[config.mk]
export PLATFORM = sky130hd
export DESIGN_NAME = contiguous_channel_allocator
export DESIGN_NICKNAME = d
export VERILOG_FILES = /design/src/sv/cca_pkg.sv /design/src/sv/cca_owner_ram.sv /design/src/sv/cca_engine.sv /design/src/sv/contiguous_channel_allocator.sv
export SDC_FILE = /design/constraint.sdc
export NUM_CORES = 1
export LEC_CHECK = 0
export BUFFER_PORTS_ARGS = -buffer_cell sky130_fd_sc_hd__buf_2
export CAP_MARGIN = 0
export CELL_PAD_IN_SITES_DETAIL_PLACEMENT = 1
export CELL_PAD_IN_SITES_GLOBAL_PLACEMENT = 1
export CORE_ASPECT_RATIO = 1.2
export CORE_MARGIN = 4
export CORE_UTILIZATION = 42
export DETAILED_ROUTE_END_ITERATION = 10
export GPL_TIMING_DRIVEN = 0
export PLACE_DENSITY_LB_ADDON = 0.1
export RECOVER_POWER = 100
export SYNTH_ARGS = -nofsm -noshare
export SYNTH_HDL_FRONTEND = slang
export SYNTH_HIERARCHICAL = 1
export SYNTH_SLANG_ARGS = --single-unit
[constraint.sdc]
create_clock -name clk -period 3.9 [get_ports clk]
set_input_delay 0.195 -clock clk [delete_from_list [all_inputs] [get_ports clk]]
set_output_delay 0.195 -clock clk [all_outputs]
set_load 0.01 [all_outputs]
[src/sv/cca_pkg.sv]
// ----------------------------------------------------------------------------
// cca_pkg
// Types and fixed constants shared by the contiguous channel allocator.
// ----------------------------------------------------------------------------
package cca_pkg;

  localparam int MaskBits  = 24;
  localparam int MaskIdxW  = 5;
  localparam int NeedW     = 5;
  localparam int TagInW    = 8;
  localparam int OutFieldW = 5;
  localparam int InDataW   = 8;
  localparam int OutDataW  = 16;

  localparam logic OP_ALLOC   = 1'b0;
  localparam logic OP_RELEASE = 1'b1;

  typedef enum logic [2:0] {
    ST_IDLE,
    ST_COUNT,
    ST_ASCAN,
    ST_MARK,
    ST_RSCAN,
    ST_RDRAIN,
    ST_DONE
  } state_t;

  typedef struct packed {
    logic                 found;
    logic [OutFieldW-1:0] base;
    logic [OutFieldW-1:0] count;
  } res_t;

endpackage

[src/sv/cca_owner_ram.sv]
// ----------------------------------------------------------------------------
// cca_owner_ram
// Owner tag store: one write port, one read port with registered data.
// ----------------------------------------------------------------------------
module cca_owner_ram #(
  parameter int DEPTH = 24,
  parameter int WIDTH = 8
) (
  input  logic                     clk,
  input  logic                     we,
  input  logic [$clog2(DEPTH)-1:0] waddr,
  input  logic [WIDTH-1:0]         wdata,
  input  logic [$clog2(DEPTH)-1:0] raddr,
  output logic [WIDTH-1:0]         rdata
);

  logic [WIDTH-1:0] mem [DEPTH];

  always_ff @(posedge clk) begin
    if (we) begin
      mem[waddr] <= wdata;
    end
  end

  always_ff @(posedge clk) begin
    rdata <= mem[raddr];
  end

endmodule

[src/sv/cca_engine.sv]
// ----------------------------------------------------------------------------
// cca_engine
// Sequencer and busy table: counts mask bits, scans for a free run, marks it,
// or sweeps the owner store to release a tag, one channel per cycle.
// ----------------------------------------------------------------------------
module cca_engine #(
  parameter int NUM_CHANNELS  = 24,
  parameter int FIRST_CHANNEL = 10,
  parameter int TAG_BITS      = 8
) (
  input  logic                          clk,
  input  logic                          rst_n,
  input  logic                          start,
  input  logic                          op,
  input  logic [TAG_BITS-1:0]           tag,
  input  logic [cca_pkg::MaskBits-1:0]  mask,
  output logic                          in_ready,
  output logic                          res_valid,
  input  logic                          res_ready,
  output cca_pkg::res_t                 res
);

  localparam int ScanMax = (NUM_CHANNELS > cca_pkg::MaskBits) ? NUM_CHANNELS
                                                              : cca_pkg::MaskBits;
  localparam int IdxW = $clog2(ScanMax + 1);
  localparam int ChW  = $clog2(NUM_CHANNELS);
  localparam int NW   = cca_pkg::NeedW;
  localparam int MIW  = cca_pkg::MaskIdxW;
  localparam int OW   = cca_pkg::OutFieldW;
  localparam bit FirstOk = (FIRST_CHANNEL < NUM_CHANNELS);
  localparam logic [IdxW-1:0] FirstIdx = FirstOk ? IdxW'(FIRST_CHANNEL) : '0;
  localparam logic [IdxW-1:0] LastIdx  = IdxW'(NUM_CHANNELS - 1);
  localparam logic [IdxW-1:0] LastMask = IdxW'(cca_pkg::MaskBits - 1);

  cca_pkg::state_t state_r, state_nxt;
  logic [IdxW-1:0]         idx_r, idx_nxt;
  logic [NW-1:0]           need_r, need_nxt;
  logic [NW-1:0]           run_r, run_nxt;
  logic [IdxW-1:0]         cnt_r, cnt_nxt;
  logic [IdxW-1:0]         base_r, base_nxt;
  logic                    found_r, found_nxt;
  logic [TAG_BITS-1:0]     tag_r, tag_nxt;
  logic [NUM_CHANNELS-1:0] busy_r, busy_nxt;
  logic                    prev_v_r, prev_v_nxt;
  logic [ChW-1:0]          prev_ch_r, prev_ch_nxt;

  logic [ChW-1:0]      ch;
  logic [NW-1:0]       need_sum;
  logic [NW-1:0]       run_inc;
  logic                ram_we;
  logic [TAG_BITS-1:0] ram_rdata;
  logic                hit;

  assign ch       = idx_r[ChW-1:0];
  assign need_sum = need_r + NW'(mask[idx_r[MIW-1:0]]);
  assign run_inc  = run_r + NW'(1);
  assign hit      = prev_v_r && busy_r[prev_ch_r] && (ram_rdata == tag_r);

  cca_owner_ram #(
    .DEPTH (NUM_CHANNELS),
    .WIDTH (TAG_BITS)
  ) u_owner (
    .clk   (clk),
    .we    (ram_we),
    .waddr (ch),
    .wdata (tag_r),
    .raddr (ch),
    .rdata (ram_rdata)
  );

  always_ff @(posedge clk) begin
    if (!rst_n) begin
      state_r  <= cca_pkg::ST_IDLE;
      busy_r   <= '0;
      prev_v_r <= 1'b0;
    end else begin
      state_r  <= state_nxt;
      busy_r   <= busy_nxt;
      prev_v_r <= prev_v_nxt;
    end
  end

  always_ff @(posedge clk) begin
    idx_r     <= idx_nxt;
    need_r    <= need_nxt;
    run_r     <= run_nxt;
    cnt_r     <= cnt_nxt;
    base_r    <= base_nxt;
    found_r   <= found_nxt;
    tag_r     <= tag_nxt;
    prev_ch_r <= prev_ch_nxt;
  end

  always_comb begin
    state_nxt   = state_r;
    idx_nxt     = idx_r;
    need_nxt    = need_r;
    run_nxt     = run_r;
    cnt_nxt     = cnt_r;
    base_nxt    = base_r;
    found_nxt   = found_r;
    tag_nxt     = tag_r;
    busy_nxt    = busy_r;
    prev_v_nxt  = prev_v_r;
    prev_ch_nxt = prev_ch_r;
    ram_we      = 1'b0;
    in_ready    = 1'b0;
    res_valid   = 1'b0;

    unique case (state_r)
      cca_pkg::ST_IDLE: begin
        in_ready = 1'b1;
        if (start) begin
          tag_nxt    = tag;
          idx_nxt    = '0;
          need_nxt   = '0;
          run_nxt    = '0;
          cnt_nxt    = '0;
          base_nxt   = '0;
          found_nxt  = 1'b0;
          prev_v_nxt = 1'b0;
          state_nxt  = (op == cca_pkg::OP_RELEASE) ? cca_pkg::ST_RSCAN
                                                   : cca_pkg::ST_COUNT;
        end
      end
      cca_pkg::ST_COUNT: begin
        need_nxt = need_sum;
        if (idx_r == LastMask) begin
          if (need_sum == '0 || !FirstOk) begin
            state_nxt = cca_pkg::ST_DONE;
          end else begin
            idx_nxt   = FirstIdx;
            state_nxt = cca_pkg::ST_ASCAN;
          end
        end else begin
          idx_nxt = idx_r + IdxW'(1);
        end
      end
      cca_pkg::ST_ASCAN: begin
        if (!busy_r[ch] && run_inc == need_r) begin
          idx_nxt   = idx_r + IdxW'(1) - IdxW'(need_r);
          base_nxt  = idx_r + IdxW'(1) - IdxW'(need_r);
          found_nxt = 1'b1;
          state_nxt = cca_pkg::ST_MARK;
        end else if (idx_r == LastIdx) begin
          state_nxt = cca_pkg::ST_DONE;
        end else begin
          run_nxt = busy_r[ch] ? '0 : run_inc;
          idx_nxt = idx_r + IdxW'(1);
        end
      end
      cca_pkg::ST_MARK: begin
        ram_we       = 1'b1;
        busy_nxt[ch] = 1'b1;
        cnt_nxt      = cnt_r + IdxW'(1);
        idx_nxt      = idx_r + IdxW'(1);
        if (cnt_r + IdxW'(1) == IdxW'(need_r)) begin
          state_nxt = cca_pkg::ST_DONE;
        end
      end
      cca_pkg::ST_RSCAN, cca_pkg::ST_RDRAIN: begin
        if (hit) begin
          busy_nxt[prev_ch_r] = 1'b0;
          cnt_nxt             = cnt_r + IdxW'(1);
          found_nxt           = 1'b1;
          if (cnt_r == '0) begin
            base_nxt = IdxW'(prev_ch_r);
          end
        end
        if (state_r == cca_pkg::ST_RDRAIN) begin
          prev_v_nxt = 1'b0;
          state_nxt  = cca_pkg::ST_DONE;
        end else begin
          prev_v_nxt  = 1'b1;
          prev_ch_nxt = ch;
          if (idx_r == LastIdx) begin
            state_nxt = cca_pkg::ST_RDRAIN;
          end else begin
            idx_nxt = idx_r + IdxW'(1);
          end
        end
      end
      cca_pkg::ST_DONE: begin
        res_valid = 1'b1;
        if (res_ready) begin
          state_nxt = cca_pkg::ST_IDLE;
        end
      end
      default: begin
        state_nxt = cca_pkg::ST_IDLE;
      end
    endcase
  end

  always_comb begin
    res.found = found_r;
    res.base  = found_r ? base_r[OW-1:0] : '0;
    res.count = found_r ? cnt_r[OW-1:0]  : '0;
  end

endmodule

[src/sv/contiguous_channel_allocator.sv]
// ----------------------------------------------------------------------------
// contiguous_channel_allocator
// First-fit allocator of contiguous voice channel runs, with release by tag.
// ----------------------------------------------------------------------------
//  channel  direction  handshake              word
//  in_      slave      in_tvalid / in_tready   tdata: play_tag; tuser: opcode
//  out_     master     out_tvalid / out_tready tdata: found, base, count
//  cfg_     slave      cfg_valid / cfg_ready   data: channel_mask
//
//  Allocate: count the mask bits, scan the busy table from FIRST_CHANNEL for a
//  free run, mark each channel of the run, then hand over the result.
//  Release: sweep the owner store, one owner read a cycle.
//  One word in flight; in_tready is low until the result reaches the output
//  register. Synchronous reset frees every channel and sets channel_mask to 3.
// ----------------------------------------------------------------------------
module contiguous_channel_allocator #(
  parameter int NUM_CHANNELS  = 24,
  parameter int FIRST_CHANNEL = 10,
  parameter int TAG_BITS      = 8
) (
  input  logic                          clk,
  input  logic                          rst_n,
  input  logic                          in_tvalid,
  output logic                          in_tready,
  input  logic [cca_pkg::InDataW-1:0]   in_tdata,   // [7:0] play_tag
  input  logic                          in_tuser,   // [0] opcode
  output logic                          out_tvalid,
  input  logic                          out_tready,
  output logic [cca_pkg::OutDataW-1:0]  out_tdata,  // [0] found, [5:1] base_channel,
                                                    // [10:6] channel_count, zeros above
  input  logic                          cfg_valid,
  output logic                          cfg_ready,
  input  logic [cca_pkg::MaskBits-1:0]  cfg_data    // channel_mask
);

  logic [cca_pkg::MaskBits-1:0] mask_r;
  logic                         out_valid_r, out_valid_nxt;
  cca_pkg::res_t                out_res_r, out_res_nxt;

  logic [TAG_BITS+cca_pkg::TagInW-1:0] tag_ext;
  logic [TAG_BITS-1:0]                 tag;
  logic                                start;
  logic                                res_valid;
  logic                                res_ready;
  cca_pkg::res_t                       res;

  assign tag_ext   = {{TAG_BITS{1'b0}}, in_tdata[cca_pkg::TagInW-1:0]};
  assign tag       = tag_ext[TAG_BITS-1:0];
  assign start     = in_tvalid && in_tready;
  assign res_ready = !out_valid_r || out_tready;
  assign cfg_ready = 1'b1;

  cca_engine #(
    .NUM_CHANNELS  (NUM_CHANNELS),
    .FIRST_CHANNEL (FIRST_CHANNEL),
    .TAG_BITS      (TAG_BITS)
  ) u_engine (
    .clk       (clk),
    .rst_n     (rst_n),
    .start     (start),
    .op        (in_tuser),
    .tag       (tag),
    .mask      (mask_r),
    .in_ready  (in_tready),
    .res_valid (res_valid),
    .res_ready (res_ready),
    .res       (res)
  );

  always_ff @(posedge clk) begin
    if (!rst_n) begin
      mask_r      <= cca_pkg::MaskBits'(3);
      out_valid_r <= 1'b0;
    end else begin
      if (cfg_valid && cfg_ready) begin
        mask_r <= cfg_data;
      end
      out_valid_r <= out_valid_nxt;
    end
  end

  always_ff @(posedge clk) begin
    out_res_r <= out_res_nxt;
  end

  // Load a finished word; hold it while the sink stalls.
  always_comb begin
    out_valid_nxt = out_valid_r;
    out_res_nxt   = out_res_r;
    if (res_valid && res_ready) begin
      out_valid_nxt = 1'b1;
      out_res_nxt   = res;
    end else if (out_tready) begin
      out_valid_nxt = 1'b0;
    end
  end

  assign out_tvalid = out_valid_r;
  assign out_tdata  = {5'b0, out_res_r.count, out_res_r.base, out_res_r.found};

  a_fail_zero: assert property (@(posedge clk) disable iff (!rst_n)
    out_tvalid && !out_tdata[0] |-> out_tdata[10:1] == '0)
    else $error("failed result carries a base or count");

  a_one_in_flight: assert property (@(posedge clk) disable iff (!rst_n)
    in_tvalid && in_tready |=> !in_tready)
    else $error("second word taken while one is at work");

  a_reset_state: assert property (@(posedge clk)
    !rst_n |=> !out_tvalid && in_tready)
    else $error("block not idle after reset");

endmodule

* Yosys cells after proc, flatten, opt, wreduce, memory -nomap -nowiden
Memories as Yosys holds them, arrays and structs flattened. A register that Yosys moved wholly into a read port is not among the register bits.
Index checks and enable logic that the tools add are counted.
** Cells by class
- Add/subtract/negate cells :: 5
- Multipliers :: 0
- Divide/modulo/power cells :: 0
- Order comparisons :: 4
- Eq/ne operators :: 23
- Shift-type cells :: 0
- Muxes and demuxes :: 54
- Bitwise logic cells :: 4
- Reductions and logical operators :: 33
** Operators by type and width (count)
- two-way mux 5 bit :: 13
- case mux 24 bit (2 select lines) :: 1
- two-way mux 3 bit :: 10
- case mux 5 bit (3 select lines) :: 2
- case mux 5 bit (5 select lines) :: 1
- AND 24 bit :: 1
- two-way mux 24 bit :: 1
- inverter 24 bit :: 1
- bitwise OR 24 bit :: 1
- case mux 5 bit (2 select lines) :: 2
- case mux 3 bit (6 select lines) :: 1
- two-way mux 1 bit :: 16
- adder 5 x 1 -> 5 bit (second input constant) :: 3
- binary-select mux 1 bit (select 5 bit) :: 3
- < comparator 5 x 6 -> 1 bit (second input constant) :: 2
- AND reduction 4 bit :: 3
- demux 1 bit (select 5 bit) :: 2
- == test 5 bit :: 2
- greater-or-equal comparator 5 x 1 -> 1 bit (second input constant) :: 2
- zero test 5 bit :: 2
- != test 2 x 1 -> 1 bit (second input constant) :: 5
- != test 2 bit (second input constant) :: 5
- AND reduction 2 bit :: 5
- nonzero test 2 bit :: 5
- other kinds (22) :: 34
** Word-level totals
- Register bits after elaboration :: 103
- Latch bits :: 0
- RAM bits :: 192
- Memory bits (read-only) :: 0
- Input bits :: 38
- Output and inout port bits :: 19
- Word-level logic and storage cells :: 140
- Memories kept :: 1
** Memories
- u_engine.u_owner.mem :: depth 24, width 8, read ports 1, clocked after memory_dff 1, write ports 1, line cca_owner_ram.sv:17 : logic [WIDTH-1:0] mem [DEPTH];

* Depth between registers and ports, before layout
Gate-level depths: netlist of the first run.
- Depth after elaboration :: 8
- Mapped depth :: 14
- Depth with buffers taken out :: 12

* Cells and area by module
The synthesis of the first run kept the hierarchy.
** Modules (own cells, without submodules)
- cca_owner_ram :: times used 1, cells each 383, area an instance 7719.9 µm², seq. area each 5925.7 µm²
- cca_engine :: times used 1, cells each 499, area an instance 4674.5 µm², seq. area each 1731.7 µm²
- contiguous_channel_allocator :: times used 1, cells each 102, area an instance 1357.6 µm², seq. area each 830.8 µm²

* Worst setup path after synthesis of the first run
No wires, ideal clock.
- Kind :: reg2reg
- Start :: reg u_engine.idx_r[0] (netlist: u_engine/ch[0])
- End :: reg u_engine.idx_r[0] (netlist: u_engine/ch[0]) (enable)
- Setup time :: 377 ps
- Data arrival time :: 3093 ps
- Data required time :: 3523 ps
- Slack :: 430 ps
- Cell stages (with the launch flop) :: 13
- Path buffers :: 2
- Clock period less this slack :: 3470 ps
- Cell sequence :: edfxtp_1 > buf_6 > buf_2 > mux4_2 > nand2_1 > nor2_1 > a221oi_1 > o211ai_1 > ha_1 > ha_1 > a31oi_1 > nor4_1 > a221oi_1
** On the way
- Word-level cells in the longest chain between the ends :: 6
- Elaborated cells on any way between the ends :: 7
- Classes of those cells :: add/sub (1); eq/ne (2); mux (2); reduce/logical (2)
** Ends and longest elaborated chain
- start: declaration :: line cca_engine.sv:36 : logic [IdxW-1:0] idx_r, idx_nxt;
- start signal: assignment :: line cca_engine.sv:84 : idx_r <= idx_nxt;
- binary-select mux 1 bit (select 5 bit) :: line cca_engine.sv:55 : assign need_sum = need_r + NW'(mask[idx_r[MIW-1:0]]);
- two-way mux 1 bit (implied by the code) :: line cca_engine.sv:55
- adder 5 x 1 -> 5 bit :: line cca_engine.sv:55
- zero test 5 bit :: line cca_engine.sv:129 : if (need_sum == '0 || !FirstOk) begin
- != test 3 bit (no source line) (*)
- AND reduction 4 bit (no source line) (*)
Mark *: on every way between the ends. The rest lies on a longest branch, timed or not. The select of a mux whose other input is x is not followed.
A chain may end at the register's enable or synchronous reset.

* Worst setup path in the final report of the first run
- Start :: reg u_engine.idx_r[0] (netlist: u_engine/ch[0])
- End :: reg u_engine.idx_r[3] (netlist: u_engine/ch[3]) (enable)
Same word-level chain as after synthesis.

==> metrics list, run 1 <==
- Mean Syn Cell Area: 13.98 um^2
- Number of synthesized register bits: approximately 300
* Worst slew margin relative to its limit: 30.23%
* Power density over cell area: slightly below 700 mW/mm^2
- Share of cells above drive strength 1: roughly 16%
- The cell sitting at the root of the clock tree is a clkbuf_16.
- In the final timing run, aggregate negative setup slack is 0 ns.
* Die area: 0.03571 mm^2
- The finished cells cover 0.01582 mm^2.
- Category of the critical setup timing path: reg2reg
* Clock transition at the registers of the reported paths: 0.06 ns
* Worst VDD drop: 0.0003875 V
- Most used flip-flop cell after synthesis: edfxtp_1
- Critical-path cell with the highest stage delay: mux4_2
- Worst Hold End: mask_r[19]
* Core Box Area: 0.03225 mm^2
- At the end of routability-driven placement, the weighted congestion stood at approximately 0.86.
- Endpoint arrival time on the critical path: roughly 4 ns
* Category of the worst setup path launch point: flip-flop
- At the worst endpoint, the required time is 4.22 ns.
* Remaining number of nets flagged by the antenna check after routing: 0
- The later pin in the worst-skew pair is clocked with a latency of ~0.56 ns.
- Total I/O pin count: 57
* DRC violations left: 0
* Cell Area, Synth: 0.01375 mm^2
* Highest Signal Layer: met4
- The startpoint identified for the worst register-to-register timing path is u_engine/ch[0].
* Effective utilization at floorplan: roughly 43%
* Worst clock skew on the final layout: 0.009782 ns
- At the pin with the least slew margin, the transition time is 1.047 ns.
- Via count: ~8.7k
* Total congestion overflow: 0
- Status: completed
- Count of cells along the worst register-to-register path: 14
- H-tree depth reported by CTS: 1
- Die X-Extent: 173.2 um
- Area fraction in and, or, nand and nor cells after synthesis: between 9 and 10%
* Pin count of the biggest net entering global routing: 26
- Multiplexer area fraction after synthesis: around an eighth
- Global-route wire length before repair: 55.02 mm
* Syn-to-layout area delta: 15.01%
- Counting every instance in the synthesized netlist gives 984.
- In this run the worst path has a maximum fanout of 17.
- The design draws 10.79 mW.
* Critical Path Source: u_engine/ch[0]
- Diode count: 0
* Longest individual stage delay on the worst path: 0.56 ns
* DP Wirelength: ~24 mm
- Fillers: between 3k and 4k
- Reg2reg setup slack: 0.19 ns
* Count of maximum capacitance violations: 0
* Dominant combinational cell family by area after synthesis: multiplexers
* Number of antenna violations at the first check in global routing: 0
* Hold Vio Cnt, Final: 0
- Across every metal layer, demand over resource in global routing totals 19.92%.
- Hold path startpoint: rst_n
- TritonCTS built the clock tree.
- The clock drives about 300 sinks.
- The worst setup path is captured at a flip-flop.
* Hold path depth: 2
- Of the total synthesized cell area, the portion taken by XOR and XNOR cells is under 10%.
- Count of unique library cells instantiated by Yosys: 76
- Port buffering added 49 buffers.
- Adder and majority gate portion of the synthesized area: 1.419%
- Of the available clock period, the critical path in the final layout requires 95.13%.
- After the last flow step, the layout net total stands at 1165.
* Violation count after the first detailed-route iteration: between 600 and 700
- The analysis attributes to cell leakage a power of approximately 5.4 nW.
* YS warnings: 6
- Total number of placement rows: 72
- The die is 206.2 um tall.
* Via count of the first global-routing pass: 9260
* Routed metal-1 wirelength: 14.40 mm
- After detailed placement, the total cell area comes to 0.01452 mm^2.
- Number of buffers between clock root and the deepest sink: 3
- CTS buffer count: 31
- Traced cell by cell, the critical path runs through buf_6 > mux4_2 > nand2_1 > nor2_1 > a221oi_1 > o211ai_1 > ha_1 > ha_1 > nor4_1 > a31oi_1 > nor4_2 > buf_4 > a221oi_2 > buf_4.
- After layout, the minimum clock period comes to 3.710 ns.
* Setup repair after global routing missed its margin: no
- Worst hold-check path type: in2reg
* Fraction of the mapped netlist area in compound gates: under 10%
- Seq/Total Area, Yosys: 61.72%
- Fraction of registers with async set/reset: 0%
- After detailed routing, the average wire length per cell comes to between 20 and 25 um.
* Fmax: 0.2695 GHz
- The worst register-to-register path ends at u_engine/ch[3].
- DR WL met2: about 19 mm
- Final wirelength: 35.71 mm
- Detailed-routed wire length on met3: about 1.1 mm
- Count of flip-flops with a built-in enable after synthesis: 242
- Detailed-route vias per instance: 5.639
- Count of endpoints failing setup in the final report: 0
- The first detailed-routing pass ran for 5 iterations.
- The number of pins with negative max-slew slack in the final report is 0.
## per-stage QoR
stage / util [%] / hold WS [ns] / worst slack (ns) / instances
6_report: 49.04 / 0.01056 / 0.1898 / 1539
5_1_grt: 49.04 / 0.01859 / 0.009561 / 1539
4_1_cts: 49.18 / 0.0006368 / 0.02360 / 1537
3_5_place_dp: 45.03 / 0.3765 / -0.7294 / 1444
3_3_place_gp: 45.03 / 0.3736 / -0.7156 / 1444
2_1_floorplan: - / 0.2939 / 0.4297 / 988
## synth_stat cells, types with 5 or more instances
| cell type | n | area (um^2) |
|---|---|---|
| o311ai_1 | 8 | 70.07 |
| clkbuf_1 | 23 | 86.33 |
| a31oi_1 | 6 | 37.54 |
| edfxtp_1 | 242 | 7267 |
| nor2_1 | 71 | 266.5 |
| nand4_1 | 5 | 31.28 |
| nand2b_1 | 10 | 62.56 |
| mux4_2 | 41 | 923.4 |
| dfxtp_1 | 61 | 1221 |
| mux2_2 | 11 | 123.9 |
| inv_1 | 29 | 108.9 |
| a21oi_1 | 28 | 140.1 |
| xor2_1 | 11 | 96.34 |
| and3_1 | 10 | 62.56 |
| xnor2_1 | 21 | 183.9 |
| a22oi_1 | 9 | 67.56 |
| nor2b_1 | 32 | 200.2 |
| ha_1 | 14 | 175.2 |
| nand2_1 | 40 | 150.1 |
| nand3_1 | 27 | 135.1 |
| mux2i_1 | 67 | 670.6 |
| buf_2 | 15 | 75.07 |
| o211ai_1 | 11 | 82.58 |
| and2_1 | 20 | 125.1 |
| buf_1 | 6 | 22.52 |
| nand3b_1 | 7 | 52.55 |
| a2bb2oi_1 | 8 | 70.07 |
| buf_6 | 6 | 67.56 |
| o21ai_0 | 40 | 200.2 |
| a311oi_1 | 6 | 52.55 |
| a221oi_1 | 14 | 122.6 |
| buf_4 | 11 | 82.58 |
## cells by family (layout without fill, tap and decap cells)
| family | count (synthesis) | in the layout |
|---|---|---|
| buffers and inverters | 96 | 240 |
| and+or+nand+nor | 247 | 247 |
| xor gates and xnor gates | 34 | 34 |
| AOI/OAI and AO/OA | 165 | 165 |
| DFF | 303 | 303 |
| other | 2 | 6 |
| adders and majority gates | 15 | 15 |
| muxes | 122 | 122 |
## metal layers
layer	vias to the layer above	track usage (%)
met5	-	0
met4	0	6.786
met3	69	2.250
met2	174	37.10
met1	4434	24.15
li1	4002	-
## sequential cells by signal, summed over array words and instances (netlist names)
name,cells
out_tvalid,1
u_engine/u_owner/rdata,8
u_engine/need_r,5
mask_r,24
u_engine/cnt_r,5
u_engine/state_r,3
u_engine/base_r,5
u_engine/prev_ch_r,5
u_engine/prev_v_r,1
out_tdata,11
u_engine/tag_r,8
u_engine/ch,5
u_engine/found_r,1
u_engine/run_r,5
u_engine/u_owner/mem,192
u_engine/busy_r,24
## worst max path at each step
stage	end	slack (ns)
detailed placement	u_engine/ch[1]	-0.73
global placement	u_engine/ch[4]	-0.72
global route	u_engine/ch[0]	0.01
floorplan	u_engine/ch[0]	0.43
finish	u_engine/ch[3]	0.19
CTS	u_engine/ch[3]	0.02
## cells in the final DEF, fill, tap and decap left out, types with 37 or more instances in the layout
master           n
edfxtp_1       242
nor2_1          70
mux2i_1         67
dfxtp_1         61
clkbuf_1        54
buf_2           48
mux4_2          41
nand2_1         40
o21ai_0         40
dlygate4sd3_1   37
## repair_timing
action,4_1_cts,5_1_grt
hold buffers,37,0
endpoints found under the setup margin,6,5
pin swaps,1,1
hold endpoints to repair,33,0
resized for setup,3,1
setup buffers,4,2
## power breakdown
group          total, mW  switching (mW)  leakage, nW  internal [mW]
Sequential          4.43           0.409         2.71           4.02
Clock               2.73            1.17        0.456           1.57
Combinational       3.63            2.13         2.23           1.50
## area by class of cell
| class | instances | area, um^2 | share of cell area (%) |
|---|---|---|---|
| Multi-Input combinational cell | 589 | 4752 | 30.05 |
| Buffer | 64 | 387.9 | 2.452 |
| Clock buffer | 47 | 897.1 | 5.672 |
| Tap cell | 407 | 509.2 | 3.220 |
| Timing Repair Buffer | 92 | 631.9 | 3.995 |
| Inverter | 31 | 116.4 | 0.7357 |
| Clock inverter | 6 | 33.78 | 0.2136 |
| Sequential cell | 303 | 8488 | 53.67 |
## worst max-delay path, delay by kind of cell (launching register included)
| kind | cells | cell delay [ns] |
|---|---|---|
| mux | 1 | 0.56 |
| fa+ha+maj | 2 | 0.61 |
| flops | 1 | 0.39 |
| buf+inv | 3 | 0.60 |
| compound gates | 4 | 0.71 |
| simple gates | 4 | 0.60 |
No activity file was read; power rests on OpenSTA's default activity.
==> run 2: changes to the inputs <==
--- a/config.mk
+++ b/config.mk
@@ -12,9 +12,10 @@
 export CORE_ASPECT_RATIO = 1.2
 export CORE_MARGIN = 4
 export CORE_UTILIZATION = 42
+export CTS_BUF_LIST = sky130_fd_sc_hd__clkbuf_2 sky130_fd_sc_hd__clkbuf_4 sky130_fd_sc_hd__clkbuf_8
 export DETAILED_ROUTE_END_ITERATION = 10
 export GPL_TIMING_DRIVEN = 0
-export PLACE_DENSITY_LB_ADDON = 0.1
+export PLACE_DENSITY = 0.66
 export RECOVER_POWER = 100
 export SYNTH_ARGS = -nofsm -noshare
 export SYNTH_HDL_FRONTEND = slang
==> run 2 against run 1 <==
Non-clock buffer count rose by 6. Sequential share of layout area shrank 0.51 points. Critical path depth decreased by 8. Via count rose by 0.94%. Clock power increased by 4%. Die area stayed put. Wire length increased by 0.39%. Sequential cell count is the same. Combinational power about the same. Setup slack better by 0.055 ns. Clock skew grew 0.0037 ns. Hold slack better by 0.062 ns.
==> metrics list, run 2 (synthesis results as in run 1) <==
- Most common cell after layout, fill and taps aside: edfxtp_1 (unchanged)
* Worst EP required: 4.32 ns (was 4.22 ns)
- Via count: 8761 (was 8679)
* Clock Latency Late Sink: 0.58 ns (was 0.56 ns)
- Post-DP Area: 0.01452 mm^2 (unchanged)
- Summed area of non-filler cells in the final layout: 0.01597 mm^2 (was 0.01582 mm^2)
- The die extent in y was 206.2 um (unchanged).
- Setup TNS: 0 ns (unchanged)
- Setup repair after global routing missed its margin: no (unchanged).
* Global-route wire length before repair: 55.58 mm (was 55.02 mm)
- The count of routing violations after the opening detailed-route iteration came to 706 (was 620).
- The global placement routability congestion is 0.8482 (was 0.8554).
* Pleak: 5.486 nW (was 5.391 nW)
- Number of buffers between clock root and the deepest sink: 3 (unchanged)
* Syn-to-layout area delta: 16.11% (was 15.01%)
- The die footprint was 0.03571 mm^2 (unchanged).
- Most frequent cells in the layout: 242 x edfxtp_1, 70 x nor2_1, 67 x mux2i_1 (unchanged)
- The net count of the finished layout came to 1189 (was 1165).
* Total number of placement rows: 72 (unchanged)
* CP bufs+invs: 1 (was 3)
- Ratio of final minimum period to clock period: 93.72% (was 95.13%)
- The hold path endpoint was mask_r[1] (was mask_r[19]).
* Clock tree sinks: 303 (unchanged)
- Hold Vio Cnt, Final: 0 (unchanged)
- The number of I/O pins was 57 (unchanged).
- Cell family contributing the most delay on the critical path: compound AO/OA/AOI/OAI gates (unchanged)
* Ordered list of cells on the worst path: xnor2_1 > nand4_1 > or3_1 > a311oi_1 > clkbuf_1 > a41oi_1 (was buf_6 > mux4_2 > nand2_1 > nor2_1 > a221oi_1 > o211ai_1 > ha_1 > ha_1 > nor4_1 > a31oi_1 > nor4_2 > buf_4 > a221oi_2 > buf_4)
* Count of cells along the worst register-to-register path: 6 (was 14)
- The maximum ir drop on the vdd rail was 0.0003999 V (was 0.0003875 V).
* Effective utilization at floorplan: 42.64% (unchanged)
- The placeable core region is 0.03225 mm^2 (unchanged).
- Total of buffers placed on input and output ports: 49 (unchanged)
- The number of diodes came to 0 (unchanged).
- The root cell of the clock tree is clkbuf_8 (was clkbuf_16).
* Status: completed (unchanged)
- The setup skew after layout came to 0.01344 ns (was 0.009782 ns).
- The max-slew headroom at the worst pin was 19.87% (was 30.23%).
* Final min period: 3.655 ns (was 3.710 ns)
- The level count of the clock H-tree is 2 (was 1).
- Die X-Extent: 173.2 um (unchanged)
- The via count of the first global-routing pass came to 9374 (was 9260).
- The upper clock frequency limit is 0.2736 GHz (was 0.2695 GHz).
- Remaining number of nets flagged by the antenna check after routing: 0 (unchanged)
- DRC violations left: 0 (unchanged)
- The total routed wirelength came to 35.85 mm (was 35.71 mm).
* Sort of element at the end of the critical path: flip-flop (unchanged)
- Critical Path Source: u_engine/tag_r[5] (was u_engine/ch[0])
* Category of the critical setup timing path: reg2reg (unchanged)
- The transition time of the tightest slew-check pin came to 1.194 ns (was 1.047 ns).
- Critical Path Fanout Max: 25 (was 17)
- The number of violations of the max-capacitance limit was 0 (unchanged).
* Hold path depth: 4 (was 2)
- Total routing usage reported by global routing: 20.10% (was 19.92%)
- The setup-violating endpoint count in the final report is 0 (unchanged).
* R2R Path End: u_engine/busy_r[9] (was u_engine/ch[3])
- The largest register by flop count is u_engine/u_owner/mem (unchanged).
* Longest individual stage delay on the worst path: 1.02 ns (was 0.56 ns)
* CTS tree: built (unchanged)
- Reg2reg setup slack: 0.24 ns (was 0.19 ns)
- The post-CTS clock slew at the launch and capture registers of the worst setup and hold paths is 0.06 ns (about the same).
- The global-route congestion overflow total was 0 (unchanged).
* 1st-pass router iterations: 5 (unchanged)
- Power density over cell area: 681.8 mW/mm^2 (was 682.1 mW/mm^2)
- Category of the worst setup path launch point: flip-flop (unchanged)
* Launch instance of the worst register-to-register path: u_engine/tag_r[5] (was u_engine/ch[0])
- The beginning of the worst hold path was cfg_valid (was rst_n).
- The average vias per placed instance was 5.534 (was 5.639).
* Pin count of the biggest net entering global routing: 26 (unchanged)
- Largest registers: u_engine/u_owner/mem x192, mask_r x24, u_engine/busy_r x24 (unchanged)
- The clock buffer count from CTS came to 49 (was 31).
- The worst hold path class was in2reg (unchanged).
- The routed length per instance is 22.65 um (was 23.20 um).
* Largest register FFs: 192 (unchanged)
- Number of antenna violations at the first check in global routing: 0 (unchanged)
* Critical-path cell with the highest stage delay: edfxtp_1 (was mux4_2)
* Max-slew violation count: 0 (unchanged)
- DP Wirelength: 24.21 mm (was 24.28 mm)
* Share of cells above drive strength 1: 18.03% (was 15.81%)
* Endpoint arrival time on the critical path: 4.07 ns (was 4.03 ns)
## run 2: changes by cell type in the layout (fill, tap and decap cells not counted), moves of 5 or more
cell,change
clkbuf_4,+13
clkbuf_8,+44
clkbuf_16,-31
clkbuf_1,-8
clkinv_1,+13
dlygate4sd3_1,+5
clkinv_2,+5
## run 2: metrics by stage
step                hold slack (ns)  setup slack, ns  total power, mW  instances  util, %
global placement             0.3739          -0.5159            7.965       1444    45.03
global route                0.03323          0.02828            11.52       1583    49.51
detailed placement           0.3737          -0.5721            8.061       1444    45.03
floorplan                    0.2939           0.4297            6.880        988        -
CTS                         0.02734          0.02606            11.02       1577    49.58
finish                      0.07266           0.2448            10.89       1583    49.51
## run 2: repair_timing
| action | in CTS | in global routing |
|---|---|---|
| endpoints found under the setup margin | 6 | 6 |
| pin swaps | 1 | 0 |
| cloned | 0 | 0 |
| resized for setup | 5 | 1 |
| setup buffers | 1 | 6 |
| hold endpoints to repair | 33 | 0 |
| hold buffers | 42 | 0 |
## run 2: metal layers
layer | wire [um] | track usage, % | share of wire (%) | up-vias
met5 | 0 | 0 | 0 | -
met4 | 1062 | 7.528 | 3.0 | 0
met3 | 1460 | 3.366 | 4.1 | 70
met2 | 18850 | 36.25 | 53 | 204
met1 | 14470 | 24.39 | 40 | 4424
li1 | - | - | - | 4063
## run 2: where the power goes
part	internal (mW)	switching, mW
Clock	1.58	1.25
Sequential	4.02	0.443
Combinational	1.50	2.09
Total	7.10	3.79
## run 2: worst reg2reg max path: stages, from the launching register on
cell,delay [ns]
edfxtp_1,1.02
xnor2_1,0.26
nand4_1,0.12
or3_1,0.43
a311oi_1,0.97
clkbuf_1,0.52
a41oi_1,0.18
## run 2: area by class of cell
| class | instances | area (um^2) |
|---|---|---|
| fillers | 3296 | 16280 |
| multi-input cells | 589 | 4778 |
| flip-flops and latches | 303 | 8488 |
| repair buffers | 98 | 688.2 |
| plain buffers | 64 | 375.4 |
| inverters | 31 | 116.4 |
| clock buffers | 62 | 778.2 |
| clock inverters | 29 | 234.0 |
| well taps | 407 | 509.2 |
## run 2: how the worst max path moves through the flow
stage                               to  slack (ns)  cells after the start
global route         u_engine/run_r[0]        0.03                      7
detailed placement      u_engine/ch[0]       -0.57                     12
floorplan               u_engine/ch[0]        0.43                     12
finish              u_engine/busy_r[9]        0.24                      6
CTS                     u_engine/ch[0]        0.03                     10
global placement        u_engine/ch[0]       -0.52                     13
